[src/rtl/c2s_sqrt_cell.sv]
module c2s_sqrt_cell #(
    parameter int SQ_W = 48,
    parameter int STEP = 0
) (
    input  logic            clk,
    input  logic            en,
    input  logic [SQ_W-1:0] rem_in,
    input  logic [SQ_W-1:0] root_in,
    output logic [SQ_W-1:0] rem_out,
    output logic [SQ_W-1:0] root_out
);

    localparam logic [SQ_W:0] BIT = (SQ_W + 1)'(1) << (SQ_W - 2 - 2 * STEP);

    logic [SQ_W:0]   trial;
    logic [SQ_W-1:0] rem_next;
    logic [SQ_W-1:0] root_next;
    logic [SQ_W-1:0] rem_reg;
    logic [SQ_W-1:0] root_reg;

    // one result bit: subtract the trial value when it fits
    always_comb
    begin
        trial = {1'b0, root_in} + BIT;
        if ({1'b0, rem_in} >= trial)
        begin
            rem_next  = rem_in - trial[SQ_W-1:0];
            root_next = (root_in >> 1) + BIT[SQ_W-1:0];
        end
        else
        begin
            rem_next  = rem_in;
            root_next = root_in >> 1;
        end
    end

    always_ff @(posedge clk)
    begin
        if (en)
        begin
            rem_reg  <= rem_next;
            root_reg <= root_next;
        end
    end

    assign rem_out  = rem_reg;
    assign root_out = root_reg;

endmodule

[config.mk]
export PLATFORM = sky130hd
export DESIGN_NAME = c2s_sqrt_cell
export DESIGN_NICKNAME = d
export VERILOG_FILES = /design/src/rtl/c2s_sqrt_cell.sv
export SDC_FILE = /design/constraint.sdc
export NUM_CORES = 1
export LEC_CHECK = 0
export BUFFER_PORTS_ARGS = -buffer_cell sky130_fd_sc_hd__buf_2
export CORE_ASPECT_RATIO = 1.75
export CORE_MARGIN = 5
export CORE_UTILIZATION = 50
export CTS_CLUSTER_SIZE = 10
export DETAILED_ROUTE_END_ITERATION = 8
export GPL_TIMING_DRIVEN = 0
export PLACE_DENSITY = 0.8
export SYNTH_ARGS = -nofsm -noshare
export SYNTH_HDL_FRONTEND = slang
export SYNTH_SLANG_ARGS = --single-unit
[constraint.sdc]
create_clock -name clk -period 8.6 [get_ports clk]
set_clock_uncertainty 0.2 [all_clocks]
set_input_delay 2.58 -clock clk [delete_from_list [all_inputs] [get_ports clk]]
set_output_delay 2.58 -clock clk [all_outputs]
set_load 0.01 [all_outputs]
Word level (Yosys, flattened, before mapping) --
Cells that the tools add are included.
Word-level totals: flip-flop bits (word level) 96, memories 0, ROM bits 0, latch bits 0, bits of input ports 98, memory bits (writable) 0, logic and storage cells 9
Operators by class: bitwise logic cells 0, $mul 0, muxes and demuxes 2, $lt $le $gt $ge 1, shift-type cells 0, div/mod/pow operators 0, equality and inequality tests 0, reduce and logical (&&, ||, !) cells 0, add/subtract/negate cells 3
Operators with widths (number):
- $add A48 B47 Y49 const B | 1
- $ge A48 B49 Y1 | 1
- $add A47 B47 Y48 const B | 1
- $mux W48 | 1
- $sub A48 B48 Y48 | 1
- $mux W47 | 1

Logic depth before layout (Yosys ltp) --
word-level depth 3, mapped depth 14, depth with buffers taken out 12

Worst setup path before layout --
No wires, ideal clock.
kind input -> register, start input root_in[19], end register rem_reg[30] (netlist: rem_out[30]) (data pin), slack 3.214 ns, arrival time 4.926 ns, buffers on the path 2, cell stages on the path 11, library setup time 0.260 ns, cells stage by stage inv_1 -> ha_1 -> buf_4 -> nand2_2 -> or3_4 -> a2111oi_4 -> a31oi_4 -> o31a_1 -> o21ai_2 -> buf_4 -> mux2_2
On the way: cells in the longest elaborated chain, start to end 3
Ends and longest elaborated chain:
- from (decl) | RTL line 8 | input logic [SQ_W-1:0] root_in,
- $add A48 B47 Y49 * | RTL line 24 | trial = {1'b0, root_in} + BIT;
- $sub A48 B48 Y48 or $ge A48 B49 Y1 (tied branches) | RTL line 27, 25
- $mux W48 * | RTL line 25 | if ({1'b0, rem_in} >= trial)
- via rem_next[30] | RTL line 16 | logic [SQ_W-1:0] rem_next;
- to (signal assigned) | RTL line 41 | rem_reg <= rem_next;
- to (decl) | RTL line 18 | logic [SQ_W-1:0] rem_reg;
The timed path passes the listed nets; every way through them passes the cells marked *. A chain may end at the register's enable or synchronous reset.

Final worst setup path --
start input root_in[16], end register rem_reg[46] (netlist: rem_out[46]) (data pin)
The elaborated chain is that of the path after synthesis.

==> summary.md <==
| Metric | Value |
|---|---|
| Max_cap viols | 0 |
| Setup crit end kind | flip-flop |
| Crit path max fanout | 7 |
| Commonest cells after routing, fill and taps aside | buf_2 (199), edfxtp_1 (96), a21oi_1 (84) |
| Reg area | ~2900 µm² |
| Final #Nets | a little over 1,000 |
| Seq/Total Area, Yosys | 0.444 |
| Gr usage total | 0.237 |
| Slew headroom | 0.582 |
| Post-CTS resize count | 0 |
| Initial antenna violation count | 1 |
| Hold path depth | 1 |
| Via count | ~5,800 |
| Share of synthesized flip-flops with an asynchronous set or reset | 0 |
| Ys flop type | edfxtp_1 |
| Footprint of the multi-input gates | 3250 µm² |
| RSZ-0062 raised after global routing | no |
| CTS Hold Bufs | 0 |
| Antenna Cells | 0 |
| DRC | 0 |
| Initial Util | 0.505 |
| I/O pin cnt | 194 |
| VDD IR max | between 0.09 and 0.1 mV |
| Cells after Synth | approximately 670 |
| I/O Buffers | between 150 and 200 |
| Hold Path End | root_out[4]$_DFFE_PP_ |
| CTS root buffer | clkbuf_16 |
| Fmax | between 150 and 200 MHz |
| Layout cells sized above 1 | 0.279 |
| Syn_nets | roughly 810 |
| Dpl ws | around 2.6 ns |
| Min-delay src | root_in[5] |
| Final hold vios | 0 |
| Placed insts | 1,030 |
| Setup_tns | 0 ns |
| Commonest non-fill, non-tap cell in the layout | buf_2 |
| Final min period | ~5.7 ns |
| Via/cell ratio | about 5.5 |
| Setup WS post-layout | roughly 3 ns |
| Critical path data arrival time | between 5 and 6 ns |
| DRT iter0 DRCs | approximately 310 |
| Fill count | ~1,100 |
| Count of cell types in the netlist | 58 |
| Wire per inst | ~17 µm |
| Rows | 55 |
| DIE WIDTH | 96.2 µm |
| Total gr overflow | 0 |
| Startpoint Class | input port |
| Die Area | approximately 15,000 µm² |
| Core ar. | around 13,000 µm² |
| CTS Sinks | between 90 and 100 |
| Worst-path clk slew | ~0.070 ns |
| Final HPWL from detailed placement | between 10,000 and 15,000 µm |
| Biggest area consumer among synthesized cells | edfxtp_1 |
| Synthesized area per cell | 9.77 µm² |
| Fin cells | between 1,000 and 1,500 |
| HP Class | input port to flip-flop |
| Final period utilization | 0.658 |
| WHS | ~2.2 ns |
| Pwr Total | about 0.0015 W |
| Power Density | 183 nW/µm² |
| Largest net degree at the start of global routing | just over 50 |
| Die H | roughly 160 µm |
| Synth top area cells | edfxtp_1 (44%), ha_1 (9.4%), a21oi_1 (6.5%), nor2_1 (3.8%), inv_1 (3.4%) |
| Longest Clk Path Bufs | 2 |
| Leakage | ~3.6 nW |
| H-tree levels | 3 |
| Antenna viol nets, final | 0 |
| Setup Buffers After CTS | 0 |
| Vias in the first global route | about 5,900 |
| DRT Pass-1 Iters | 4 |
| Synth Register Bits | between 90 and 100 |
| WL final | between 15,000 and 20,000 µm |
| YS warnings | 0 |
| TritonCTS Buffers | 9 |
| CP Class | input port to flip-flop |
| Worst-Margin Slew | about 0.63 ns |
| CTS tree | built |
| Final Setup Violations | 0 |
| Gpl congestion | slightly above 0.9 |
| Share of the synthesized area in the top cell type | 0.444 |
| Synthesized area | approximately 6500 µm² |
| Status | finished clean |
| First-pass GRT wire length | between 20,000 and 30,000 µm |
| Max-slew violations | 0 |
| Number of enable flip-flop cells after synthesis | between 90 and 100 |
| Area Overhead vs Synth | 23.6% |
| Crit path required time | between 8 and 9 ns |
-- registers in the layout (all words and copies together), names as in the netlist --
name,count
rem_out,48
root_out,48
-- synth_stat cells (3+ instances only) --
library cell,number
o21a_1,6
xnor2_1,23
buf_2,7
clkbuf_1,15
a31oi_1,9
nor4_1,4
nor2b_1,7
o21ai_0,29
nor2_1,65
xor2_1,20
and2_1,3
and3_1,3
a21oi_1,84
nand2_1,42
o21bai_1,12
inv_1,59
nand3_1,13
buf_4,6
a21o_1,25
nand2b_1,4
or3_1,3
edfxtp_1,96
ha_1,49
nand4_1,14
a211oi_1,6
nor3_1,11
a211o_1,3
mux2_2,10
-- report_power, final --
| part | switching [W] | internal, W | leakage, nW |
|---|---|---|---|
| Sequential | 0.0000112 | 0.000581 | 0.941 |
| Clock | 0.000186 | 0.000259 | 0.160 |
| Combinational | 0.000260 | 0.000175 | 2.55 |
-- cell families (layout without fill, tap and decap cells) --
family,Yosys count,after routing,synth area share
AOI/OAI and AO/OA,197,197,0.194
and+or+nand+nor,178,178,0.128
DFF,96,96,0.444
buffers and inverters,88,298,0.0568
adders and majority gates,50,50,0.0974
xor gates and xnor gates,43,43,0.0579
muxes,13,13,0.0223
-- layer usage --
metal  wire (µm)  global-route usage
met3        1170              0.0473
met1        5980               0.234
met2       10200               0.450
met5           7                   0
met4         738               0.111
-- metrics by stage --
step                 util  cell area, µm²
floorplan               -            6500
global placement    0.597            7680
detailed placement  0.599            7710
CTS                 0.625            8040
global route        0.625            8040
finish              0.625            8040
-- how the worst max path moves through the flow --
stage                      startpoint               endpoint  slack (ns)  depth (start not counted)
after floorplan           root_in[19]  rem_out[30]$_DFFE_PP_        3.21                         11
after global placement    root_in[17]  rem_out[46]$_DFFE_PP_        2.61                         12
after detailed placement  root_in[17]  rem_out[46]$_DFFE_PP_        2.62                         12
after CTS                 root_in[17]  rem_out[46]$_DFFE_PP_        2.97                         12
after global routing      root_in[17]  rem_out[46]$_DFFE_PP_        2.82                         12
final                     root_in[16]  rem_out[46]$_DFFE_PP_        2.94                         12
-- critical path, stage by stage --
cell       delay [ns]
buf_2            0.09
inv_1            0.04
ha_1             0.25
buf_2            0.19
nand4_1          0.21
or3_1            0.48
o21bai_1         0.24
a2111oi_1        0.63
o21a_1           0.22
o21ai_0          0.14
a211o_1          0.32
o211a_1          0.16
-- final cells by class --
class / instances / share of cell area
multi-input cells: 481 / 0.404
flip-flops and latches: 96 / 0.359
repair buffers: 194 / 0.124
clock buffers: 9 / 0.0280
inverters: 59 / 0.0276
well taps: 171 / 0.0266
plain buffers: 29 / 0.0184
clock inverters: 7 / 0.0126
No activity file was read; power rests on OpenSTA's default activity.
