[src/rtl/c2s_pkg.sv]
package c2s_pkg;

    // datapath widths
    localparam int DATA_W      = 64;
    localparam int ANG_W       = 36;
    localparam int LON_W       = 25;
    localparam int LAT_W       = 24;
    localparam int GUARD_TOTAL = 60;

    typedef logic signed [DATA_W-1:0] word_t;
    typedef logic signed [ANG_W-1:0]  angle_t;

    // vector state handed from cell to cell
    typedef struct packed {
        word_t  a;
        word_t  b;
        angle_t ang;
    } cvec_t;

    // special-case flags carried alongside an item
    typedef struct packed {
        logic zero_xy;
        logic z_pos;
        logic z_neg;
    } flags_t;

    // CORDIC gain in Q30
    localparam logic signed [31:0] GAIN_Q30 = 32'sd1768195363;

    // angles in units of 2^-24 degree
    localparam angle_t ANG_45    = 36'sd754974720;
    localparam angle_t HALF_TURN = 36'sd3019898880;
    localparam angle_t FULL_TURN = 36'sd6039797760;
    localparam angle_t ANG_ROUND = 36'sd128;

    // output limits in units of 2^-16 degree
    localparam angle_t LAT_LIMIT = 36'sd5898240;
    localparam angle_t LON_WRAP  = 36'sd23592960;

    // round(180/pi * 2^24)
    localparam logic [63:0] DEG_SCALE = 64'd961263669;

    // one arctangent series term divided by its odd denominator 2k+1
    function automatic logic [63:0] div_odd(input logic [63:0] num, input int k);
        unique case (k)
            0:       return num;
            1:       return num / 64'd3;
            2:       return num / 64'd5;
            3:       return num / 64'd7;
            4:       return num / 64'd9;
            5:       return num / 64'd11;
            6:       return num / 64'd13;
            7:       return num / 64'd15;
            8:       return num / 64'd17;
            9:       return num / 64'd19;
            10:      return num / 64'd21;
            11:      return num / 64'd23;
            12:      return num / 64'd25;
            13:      return num / 64'd27;
            14:      return num / 64'd29;
            15:      return num / 64'd31;
            16:      return num / 64'd33;
            17:      return num / 64'd35;
            18:      return num / 64'd37;
            19:      return num / 64'd39;
            20:      return num / 64'd41;
            21:      return num / 64'd43;
            22:      return num / 64'd45;
            23:      return num / 64'd47;
            24:      return num / 64'd49;
            25:      return num / 64'd51;
            26:      return num / 64'd53;
            27:      return num / 64'd55;
            28:      return num / 64'd57;
            29:      return num / 64'd59;
            default: return '0;
        endcase
    endfunction

    // floor(atan(2^-idx) in degrees * 2^24), via the Q60 series
    function automatic angle_t stage_angle(input int idx);
        logic [63:0] acc;
        logic [63:0] term;
        logic [63:0] scaled;
        int          sh;
        acc = '0;
        if (idx == 0)
        begin
            return ANG_45;
        end
        for (int k = 0; k < 30; k++)
        begin
            sh = idx * (2 * k + 1);
            if (sh <= GUARD_TOTAL)
            begin
                term = div_odd(64'd1 << (GUARD_TOTAL - sh), k);
                if (k[0])
                begin
                    acc = acc - term;
                end
                else
                begin
                    acc = acc + term;
                end
            end
        end
        scaled = ((acc >> 28) * DEG_SCALE + (((acc & 64'hFFF_FFFF) * DEG_SCALE) >> 28)) >> 32;
        return scaled[ANG_W-1:0];
    endfunction

endpackage

[src/rtl/c2s_cordic_cell.sv]
module c2s_cordic_cell #(
    parameter int STAGE = 0
) (
    input  logic            clk,
    input  logic            en,
    input  c2s_pkg::cvec_t  vin,
    output c2s_pkg::cvec_t  vout
);

    import c2s_pkg::*;

    localparam angle_t STEP_ANG = stage_angle(STAGE);

    word_t  a_in;
    word_t  b_in;
    word_t  da;
    word_t  db;
    angle_t ang_in;
    cvec_t  vec_next;
    cvec_t  vec_reg;

    // one vectoring micro-rotation, direction from the sign of b
    always_comb
    begin
        a_in   = vin.a;
        b_in   = vin.b;
        ang_in = vin.ang;
        da     = b_in >>> STAGE;
        db     = a_in >>> STAGE;
        if (!b_in[DATA_W-1])
        begin
            vec_next.a   = a_in + da;
            vec_next.b   = b_in - db;
            vec_next.ang = ang_in + STEP_ANG;
        end
        else
        begin
            vec_next.a   = a_in - da;
            vec_next.b   = b_in + db;
            vec_next.ang = ang_in - STEP_ANG;
        end
    end

    always_ff @(posedge clk)
    begin
        if (en)
        begin
            vec_reg <= vec_next;
        end
    end

    assign vout = vec_reg;

endmodule

[config.mk]
export PLATFORM = sky130hd
export DESIGN_NAME = c2s_cordic_cell
export DESIGN_NICKNAME = d
export VERILOG_FILES = /design/src/rtl/c2s_pkg.sv /design/src/rtl/c2s_cordic_cell.sv
export SDC_FILE = /design/constraint.sdc
export NUM_CORES = 1
export LEC_CHECK = 0
export BUFFER_PORTS_ARGS = -buffer_cell sky130_fd_sc_hd__buf_2
export CAP_MARGIN = 30
export CORE_ASPECT_RATIO = 0.5
export CORE_MARGIN = 10
export CORE_UTILIZATION = 40
export CTS_BUF_LIST = sky130_fd_sc_hd__clkbuf_4
export DETAILED_ROUTE_END_ITERATION = 8
export GPL_TIMING_DRIVEN = 0
export PLACE_DENSITY = 0.72
export SYNTH_ARGS = -nofsm -noshare
export SYNTH_HDL_FRONTEND = slang
export SYNTH_SLANG_ARGS = --single-unit
[constraint.sdc]
create_clock -name clk -period 4.4 [get_ports clk]
set_clock_uncertainty 0.05 [all_clocks]
set_input_delay 0.44 -clock clk [delete_from_list [all_inputs] [get_ports clk]]
set_output_delay 0.44 -clock clk [all_outputs]
set_load 0.05 [all_outputs]
# After elaboration in Yosys (flattened, before gate mapping)
# Cells that the tools add are included.
op_classes:
  muxes: 1
  addsub: 5
ops:
  columns: ["cell", "n"]
  rows:
  - ["$mux W164", 1]
  - ["$sub A64 B64 Y64", 2]
  - ["$add A64 B64 Y64", 1]
  - ["$add A36 B31 Y36 const B", 1]
  - ["$sub A36 B31 Y36 const B", 1]
word_totals:
  out_inout_bits: 164
  reg_bits: 164

# Depth between registers and ports, before layout
logic_depth:
  depth_word: 2
  ltp_mapped: 15

# Least setup slack after synthesis
# OpenSTA, ideal clock, no wires.
synth_timing:
  kind: "input to register"
  from: "input vin[99] in the netlist's numbering"
  to: "register vec_reg, in the netlist vout[34], data pin"
  t_required_ns: 4.092
  path_buffers: 3
  t_arrival_ns: 3.015
  cell_stages: 15
  setup_slack_ns: 1.077
  path_cell_list: "clkbuf_1 > inv_1 > clkbuf_1 > clkbuf_1 > ha_1 > nor2b_1 > o21ai_0 > a21boi_0 > o21ai_0 > a21boi_0 > o21a_1 > o21ai_0 > nand2b_1 > a21oi_1 > xnor2_1"
synth_rtl:
  columns: ["item", "line_no", "source"]
  rows:
  - ["from (decl)", "c2s_cordic_cell.sv:6", "input c2s_pkg::cvec_t vin,"]
  - ["to (signal assigned)", "c2s_cordic_cell.sv:48", "vec_reg <= vec_next;"]
  - ["to (decl)", "c2s_cordic_cell.sv:20", "cvec_t vec_reg;"]

==> run metrics <==
leading cell type by number of instances after synthesis a21oi_1; DRC viols 0; number of synthesized flops with an enable pin 163; crit path time final 4163 ps; P_sw 3430 uW; share of cells above drive strength 1 0.1759; dominant synthesized flop cell edfxtp_1; Via-to-Cell Ratio 6.028; initial drt markers 2636; CP dominant cell by count nor2_1; Finished Layout Cells 3168; setup repair bufs after CTS 0; post-synthesis cell area 17890 um2; CTS buffer count 17; area leader, netlist edfxtp_1; Place WS -132.3 ps; root buf cell clkbuf_4; Overflow after GRT 0; crit path buf inv count 3; Hold Vio Cnt, Final 0; setup TNS 0 ps; worst path cell trace buf_2, inv_1, ha_1, buf_1, nand2_1, nor2_1, nand3_1, a31oi_1, nor3_1, nor2_1, a41oi_1, a21oi_1, xnor2_1; top cell family by delay on the critical path simple AND/OR/NAND/NOR gates; fill cell count 4385; Cell Int Power 3267 uW; period utilization 0.9462; I/O pins 330; Setup Crit Path Kind in2reg; CTS tree built; Levels on crit path 13; Worst Path Required 4790 ps; final net count 2948; dominant cells by area after synthesis edfxtp_1 (27%), ha_1 (15%), a21oi_1 (7.9%); Die W 319.1 um; Initial Utilization 0.4080; Die Y 169.6 um; Post-synth ARST share 0; sw frac 0.5121; share of the synthesized area in the top cell type 0.2736; router iterations before antenna repair 7; Fmax 0.2402 GHz; P_leak 0.009118 uW; Final Setup Violations 0; H-tree depth 4; via count 19100; worst hold path class in2reg; clk sinks 163; global-route wire length before repair 117200 um; startpoint types primary input; Power Density 318.8 nW/um2; HP Start vin[35]; vias in the first global route 18290; crit path capture vout[96]; Slew HR 0.2516; # rows 54; RSZ-0062 raised after global routing no; slowest CP cell a31oi_1; Setup crit end kind flop; Netlist cell types 90; Worst Setup SP vin[56]; Ys Warns 0; Global Route Usage Sum 0.2831; CTS resizes 0; GP Congestion 1.024; Post-DRT Antenna Nets 0; Die ar. 54100 um2; Syn-to-layout area delta 17.43%; Max Cap Violations 0; post-synthesis area per instance 8.211 um2; Synth top cells by count a21oi_1 (284), ha_1 (216), inv_1 (207); Worst EP arrival 4550 ps; Final Max Slew Viols 0; CP Max Fanout 10; Max clock buf depth 2; Worst path max stage delay 760 ps; WL/cell 25.36 um; max reg flops 163; detailed-route wire length 80350 um; post-DP HPWL 66360 um; placed instance count 3102; Worst Max-Slew Pin Slew 1123 ps; Max IR drop VDD 0.0001708 V; sequential fraction of the synthesis area 0.2736; Final Util 0.4791; largest net degree at the start of global routing 102; fin worst setup slack 236.9 ps; Flop pwr share 0.313; clock-pin transition on the worst setup and hold timing paths 180 ps; initial antenna violation count 5; Syn Inst Count 2179; status completed; combinational share of power 0.534; clock power share 0.153; PortBufs 329; Floorplan Core Area 43850 um2; flops & latches, synth 163; Syn Nets 2565
cell families after synthesis:
group | Yosys count | synth area share
DFF | 163 | 0.2736
and+or+nand+nor | 556 | 0.1506
adders and majority gates | 220 | 0.1555
xor gates and xnor gates | 133 | 0.06510
buffers and inverters | 311 | 0.06902
muxes | 28 | 0.01566
AOI/OAI and AO/OA | 768 | 0.2705
worst min path at each step:
stage                     endpoint  slack (ps)  cells after the start
after CTS                 vout[35]          30                      3
final                     vout[35]          80                      3
after detailed placement  vout[10]         570                      1
after global placement    vout[16]         570                      1
after floorplan            vout[0]         490                      0
after global routing      vout[35]          60                      3
placed cells by master, fill, tap and decap left out, drive strengths merged, types with 47 or more instances in the layout:
master	n
edfxtp	163
o21ai	176
nand4	47
clkbuf	68
nor3	48
buf	382
o21bai	55
xnor2	123
ha	216
nand2	115
inv	214
nor2	181
a21oi	286
repair_timing:
| action | in CTS | in global routing |
|---|---|---|
| endpoints found under the setup margin | 0 | 0 |
| hold buffers | 26 | 0 |
| endpoints found under the hold margin | 27 | 0 |
power groups by stage:
stage | logic, uW | clock network [uW] | registers, uW
2_1_floorplan | 1480 | 0 | 3010
3_3_place_gp | 3440 | 0 | 2130
3_5_place_dp | 3460 | 0 | 2130
4_1_cts | 3490 | 1050 | 2100
5_1_grt | 3750 | 1100 | 2120
6_report | 3580 | 1030 | 2090
metrics by stage:
stage | total power, uW | instance area, um2 | hold slack (ps)
final | 6697 | 21010 | 77.29
after global routing | 6964 | 21010 | 59.63
after CTS | 6632 | 20960 | 28.10
after detailed placement | 5586 | 20380 | 568.1
after global placement | 5569 | 20270 | 566.7
after floorplan | 4491 | 17890 | 488.9
routing by layer:
metal | track usage | vias up | part of all wire
li1 | - | 8645 | -
met3 | 0.06820 | 180 | 0.10
met4 | 0.09553 | 0 | 0.033
met5 | 0 | - | 0
met1 | 0.3750 | 9159 | 0.42
met2 | 0.4482 | 1112 | 0.45
layout make-up:
| class | count | area, um2 | area share |
|---|---|---|---|
| Multi-Input combinational cell | 1705 | 11760 | 0.5598 |
| Clock buffer | 17 | 127.6 | 0.006074 |
| Antenna cell | 5 | 12.51 | 0.0005955 |
| Inverter | 216 | 810.8 | 0.03859 |
| Clock inverter | 15 | 191.4 | 0.009111 |
| Timing Repair Buffer | 364 | 2051 | 0.09761 |
| Buffer | 95 | 424.2 | 0.02019 |
| Tap cell | 588 | 735.7 | 0.03502 |
| Sequential cell | 163 | 4895 | 0.2330 |
Note: power is estimated with default switching activity, not from simulation.
